$ cat config.mk
export PLATFORM = sky130hd
export DESIGN_NAME = cau_cell
export DESIGN_NICKNAME = d
export VERILOG_FILES = /design/src/hw/rtl/cau_pkg.sv /design/src/hw/rtl/cau_cell.sv
export SDC_FILE = /design/constraint.sdc
export NUM_CORES = 1
export LEC_CHECK = 0
export BUFFER_PORTS_ARGS = -buffer_cell sky130_fd_sc_hd__buf_4
export CAP_MARGIN = 0
export CORE_AREA = 2 2 378 380
export DETAILED_ROUTE_END_ITERATION = 7
export DIE_AREA = 0 0 380 382
export PLACE_DENSITY = 0.36
export REMOVE_ABC_BUFFERS = 1
export SLEW_MARGIN = 30
export SYNTH_ARGS = -nofsm -noshare
export SYNTH_HDL_FRONTEND = slang
export SYNTH_SLANG_ARGS = --single-unit
export TNS_END_PERCENT = 10
$ cat constraint.sdc
create_clock -name clk -period 4.5 [get_ports clk]
set_input_delay 1.35 -clock clk [delete_from_list [all_inputs] [get_ports clk]]
set_output_delay 1.35 -clock clk [all_outputs]
set_load 0.01 [all_outputs]
$ cat src/hw/rtl/cau_pkg.sv
// Package for the complex arithmetic unit: opcodes, payload types and pipeline constants.
package cau_pkg;

  localparam int unsigned OpW = 3;

  typedef enum logic [OpW-1:0] {
    OP_ADD  = 3'd0,
    OP_SUB  = 3'd1,
    OP_MUL  = 3'd2,
    OP_DIV  = 3'd3,
    OP_DIST = 3'd4
  } op_t;

  typedef struct packed {
    logic [OpW-1:0]     op;
    logic signed [15:0] a_re;
    logic signed [15:0] a_im;
    logic signed [15:0] b_re;
    logic signed [15:0] b_im;
  } in_item_t;

  typedef struct packed {
    logic signed [31:0] res_re;
    logic signed [31:0] res_im;
    logic               div_zero;
  } out_item_t;

  // Quotient magnitude bits produced by the divider chain (one cell per bit).
  localparam int unsigned QBits = 52;
  // Dividend magnitude width: |n| < 2^32, shifted left by 16.
  localparam int unsigned NumW = 49;
  // Divisor width: b_re^2 + b_im^2 <= 2^31.
  localparam int unsigned DenW = 32;
  // Square root radicand is S << 16 with S < 2^35, so 51 bits; 26 root bits.
  localparam int unsigned RootBits = 26;
  localparam int unsigned RadW = 2 * RootBits;
  // Cells in the chain: one per quotient bit covers the root bits too.
  localparam int unsigned NCells = QBits;

  // Data handed from one cell of the chain to the next.
  typedef struct packed {
    logic               vld;
    logic [OpW-1:0]     op;
    logic               dz;
    logic               neg_re;
    logic               neg_im;
    logic [NumW-1:0]    num_re;   // remaining dividend bits, shifted in from the top
    logic [NumW-1:0]    num_im;
    logic [DenW:0]      rem_re;   // partial remainders
    logic [DenW:0]      rem_im;
    logic [DenW-1:0]    den;
    logic [QBits-1:0]   q_re;
    logic [QBits-1:0]   q_im;
    logic [RadW-1:0]    rad;      // radicand, two bits consumed per root-enabled cell
    logic [RootBits+1:0] srem;    // root remainder
    logic [RootBits-1:0] root;
    logic signed [31:0] fast_re;  // add, subtract, multiply, unused results
    logic signed [31:0] fast_im;
  } stage_t;

  function automatic logic signed [31:0] sat32(input logic signed [63:0] v);
    if (v > 64'sd2147483647) begin
      return 32'sh7fffffff;
    end else if (v < -64'sd2147483648) begin
      return 32'sh80000000;
    end
    return v[31:0];
  endfunction

endpackage

$ cat src/hw/rtl/cau_cell.sv
// One cell of the chain: one restoring quotient bit for each part, one root bit when root_en is set.
module cau_cell (
  input  logic            clk,
  input  logic            rst_n,
  input  logic            root_en,
  input  cau_pkg::stage_t d_in,
  output cau_pkg::stage_t d_out
);

  localparam int unsigned DW = cau_pkg::DenW;
  localparam int unsigned RB = cau_pkg::RootBits;

  logic [DW:0]   tr_re, tr_im;
  logic [DW+1:0] sub_re, sub_im;
  logic [RB+1:0] tsr, tsub;
  logic [RB+1:0] trial;
  cau_pkg::stage_t nxt;

  always_comb begin
    nxt    = d_in;
    // Shift the next dividend bit into each remainder.
    tr_re  = {d_in.rem_re[DW-1:0], d_in.num_re[cau_pkg::NumW-1]};
    tr_im  = {d_in.rem_im[DW-1:0], d_in.num_im[cau_pkg::NumW-1]};
    sub_re = {1'b0, tr_re} - {2'b0, d_in.den};
    sub_im = {1'b0, tr_im} - {2'b0, d_in.den};
    nxt.num_re = {d_in.num_re[cau_pkg::NumW-2:0], 1'b0};
    nxt.num_im = {d_in.num_im[cau_pkg::NumW-2:0], 1'b0};
    nxt.rem_re = sub_re[DW+1] ? tr_re : sub_re[DW:0];
    nxt.rem_im = sub_im[DW+1] ? tr_im : sub_im[DW:0];
    nxt.q_re   = {d_in.q_re[cau_pkg::QBits-2:0], ~sub_re[DW+1]};
    nxt.q_im   = {d_in.q_im[cau_pkg::QBits-2:0], ~sub_im[DW+1]};
    // Digit-by-digit square root: bring down two radicand bits.
    tsr   = {d_in.srem[RB-1:0], d_in.rad[cau_pkg::RadW-1 -: 2]};
    trial = {d_in.root, 2'b01};
    tsub  = tsr - trial;
    if (root_en) begin
      nxt.rad  = {d_in.rad[cau_pkg::RadW-3:0], 2'b00};
      nxt.srem = (tsr >= trial) ? tsub : tsr;
      nxt.root = {d_in.root[RB-2:0], (tsr >= trial)};
    end
  end

  always_ff @(posedge clk) begin
    if (!rst_n) begin
      d_out.vld <= 1'b0;
    end else begin
      d_out.vld <= nxt.vld;
    end
    d_out.op      <= nxt.op;
    d_out.dz      <= nxt.dz;
    d_out.neg_re  <= nxt.neg_re;
    d_out.neg_im  <= nxt.neg_im;
    d_out.num_re  <= nxt.num_re;
    d_out.num_im  <= nxt.num_im;
    d_out.rem_re  <= nxt.rem_re;
    d_out.rem_im  <= nxt.rem_im;
    d_out.den     <= nxt.den;
    d_out.q_re    <= nxt.q_re;
    d_out.q_im    <= nxt.q_im;
    d_out.rad     <= nxt.rad;
    d_out.srem    <= nxt.srem;
    d_out.root    <= nxt.root;
    d_out.fast_re <= nxt.fast_re;
    d_out.fast_im <= nxt.fast_im;
  end

endmodule

==> results by group <==
Critical path
  • Crit path buffers/inverters: 5
  • CP delay by family, top: compound AO/OA/AOI/OAI gates
  • Worst EP arrival: 4.42 ns
  • Critical setup path kind: input port to register
  • Endpoint class of the critical path: register
  • Crit-path max FO: 4
  • Required time of the critical path: 5.04 ns
  • Delay of the slowest critical-path stage: 0.44 ns
  • CP startpoint kind: input port
  • Critical path launch point: d_in[420]
  • CP max stage cell: a221o_1
  • Critical Path, Cell by Cell: buf_4 -> inv_1 -> ha_1 -> inv_1 -> fa_1 -> a211oi_1 -> o211ai_1 -> a31oi_1 -> buf_4 -> a41oi_1 -> a221o_1 -> a41oi_1 -> buf_4 -> xor2_1 -> a21oi_2
  • Crit path top cell by count: buf_4

Detailed routing
  • Final ANT Viol Nets: 0
  • DR vias/cell: 3.410
  • DRC errors left: 0
  • Vias: 15730
  • First drt pass iteration count: 4
  • 1st-iter DRT viols: 617
  • Post-DR wirelength/cell: 21.62 µm
  • Final WL: 99740 µm

Global route
  • Pin count of the biggest net entering global routing: 55
  • GRT Resource Usage Total: 13.34%
  • First-pass GRT wire length: 133900 µm
  • GR Overflow Total: 0
  • Initial antenna violation count: 27
  • Vias in the first global route: 16560

Synth
  • Yosys cell types: 79
  • Primary FF master, synth: dfxtp_1
  • Synth top area share: 56.67%
  • Number of synthesized register bits: 475
  • Syn Inst Count: 1576
  • Post-synth EDFFs: 0
  • Avg Inst Size Synth: 10.65 µm²
  • Synth top area cells: dfxtp_1 57%, ha_1 6.9%, mux2_2 3.8%
  • Seq/Total Area, Yosys: 56.67%
  • Asr flop ratio synth: 0%
  • Netlist Area Pre-Place: 16780 µm²
  • Area leader, netlist: dfxtp_1
  • Synth Warn #: 0

Clock network
  • H-Tree Depth: 3
  • Clk sinks: 475
  • Root buffer cell: clkbuf_16
  • Clock-pin slew on the worst setup and hold paths: 0.06 ns
  • Hold buffers post-CTS: 0
  • Setup Buffers After CTS: 0
  • CTS tree: built
  • Post_cts resized: 0
  • CTS Buf Count: 66
  • Max Root-Sink Buffers: 3

Layout
  • Non-filler cells in the finished layout: 4613
  • Share of cells above drive strength 1: 47.40%
  • Area grow syn2layout: 74.17%
  • Largest registers: d_out (475)
  • Max reg flops: 475
  • Fill count: 15670
  • Nets: 3240
  • Biggest register: d_out
  • Final instance area: 29230 µm²

Status
  • Status: finished, final reports clean

Floorplan
  • Row count: 138
  • Chip width: 380 µm
  • Die Area: 145200 µm²
  • Die Span Y: 382 µm
  • Initial core utilization: 11.91%
  • I/O pins: 957
  • Core ar.: 140900 µm²

STA
  • Final setup vio count: 0
  • Min cycle time layout: 3.875 ns
  • Slew Viols, Final: 0
  • Tightest Pin Transition: 0.8167 ns
  • Achievable frequency: 0.2580 GHz
  • Unrepaired setup endpoints after global routing: no
  • Tcrit/Tclk final: 86.12%
  • Hold Vio Cnt, Final: 0
  • Slew HR: 45.42%

Power
  • Max VDD drop: 0.0002997 V
  • P per Cell Area: 433.1 nW/µm²
  • Static leakage: 13.46 nW

Place
  • Detailed Place HPWL: 85390 µm
  • Port Buffer Count: 950
  • Gpl congestion: 0.8178
  • Placed Cells: 4488
  • Post-Place Cell Area: 27010 µm²

Min path
  • Worst hold path type: input port to register
  • Worst hold path startpoint: d_in[212]

Job
  • Max-cap violation count: 0
-- power breakdown --
group	switching (mW)	internal (mW)	total [mW]	leakage (nW)
sequential	0.118	4.58	4.69	4.01
clock	2.18	3.18	5.36	1.06
combinational	1.34	1.27	2.61	8.40
-- layout by cell type (no fill, tap or decap), drive strengths merged, types with 13 or more instances in the layout --
| master | synthesis | routed |
|---|---|---|
| nor2 | 90 | 90 |
| mux2 | 59 | 59 |
| o21ai | 123 | 123 |
| inv | 90 | 94 |
| nand3 | 22 | 22 |
| dfxtp | 475 | 475 |
| o21a | 15 | 15 |
| nand2b | 13 | 13 |
| clkbuf | 27 | 93 |
| xnor2 | 43 | 43 |
| xor2 | 27 | 27 |
| nand2 | 151 | 151 |
| buf | 17 | 1065 |
| ha | 92 | 92 |
| nor2b | 13 | 13 |
| a31oi | 27 | 27 |
| a21o | 44 | 44 |
| a21oi | 110 | 110 |
-- area by class of cell --
cell class              instances  area [µm²]  share of cell area, %
well taps                    1890        2365                  8.091
repair buffers               1065        8087                  27.67
flip-flops and latches        475        9509                  32.53
inverters                      90       340.3                  1.164
clock inverters                24       270.3                 0.9247
clock buffers                  93        1927                  6.592
diodes                          8       20.02                0.06849
multi-input cells             968        6710                  22.96
-- through the flow --
stage / utilization, % / hold WS, ns / worst slack (ns) / TNS (ns) / power, mW
6_report: 20.74 / 0.7943 / 0.6247 / 0 / 12.66
4_1_cts: 20.73 / 0.7019 / 0.6094 / 0 / 13.01
3_3_place_gp: 19.17 / 1.454 / -0.09404 / -0.6588 / 7.470
5_1_grt: 20.73 / 0.7328 / 0.3787 / 0 / 13.32
2_1_floorplan: - / 1.378 / 0.4152 / 0 / 5.798
3_5_place_dp: 19.17 / 1.455 / -0.1372 / -0.7463 / 7.453
-- cells by family (layout without fill, tap and decap cells) --
family | count (synthesis) | count (layout) | synth area share [%]
AOI/OAI and AO/OA | 405 | 405 | 15.96
xor gates and xnor gates | 70 | 70 | 3.653
adders and majority gates | 94 | 94 | 7.098
buffers and inverters | 134 | 1272 | 3.370
DFF | 475 | 475 | 56.67
muxes | 63 | 63 | 4.198
other | 1 | 10 | 0.02235
and+or+nand+nor | 334 | 334 | 9.037
-- metal layers --
metal | vias to the layer above | routed length [µm] | GRT usage, %
met5 | - | 188 | 0
met1 | 7255 | 36110 | 13.58
met2 | 625 | 51100 | 24.16
li1 | 7681 | - | -
met4 | 30 | 3144 | 4.938
met3 | 138 | 9207 | 5.646
-- path summary, 6_finish.rpt --
| path | end | slack [ns] | cells after the start |
|---|---|---|---|
| setup / recovery | d_out[336]$_DFF_P_ | 0.62 | 15 |
| hold / removal | d_out[213]$_DFF_P_ | 0.79 | 1 |
-- synthesized netlist by cell type (11+ instances only) --
master and n:
o21bai_1 11, ha_1 92, nor2b_1 13, a21o_1 44
nor2_2 19, xnor2_1 43, a21oi_2 20, nand3_1 22
dfxtp_1 475, o21ai_0 113, xor2_1 27, clkbuf_1 27
nor2_1 70, nand2_1 151, inv_1 88, nand2b_1 13
a21oi_1 90, o21a_1 15, mux2_2 56, a31oi_1 27
(Power assumes the default switching activity.)
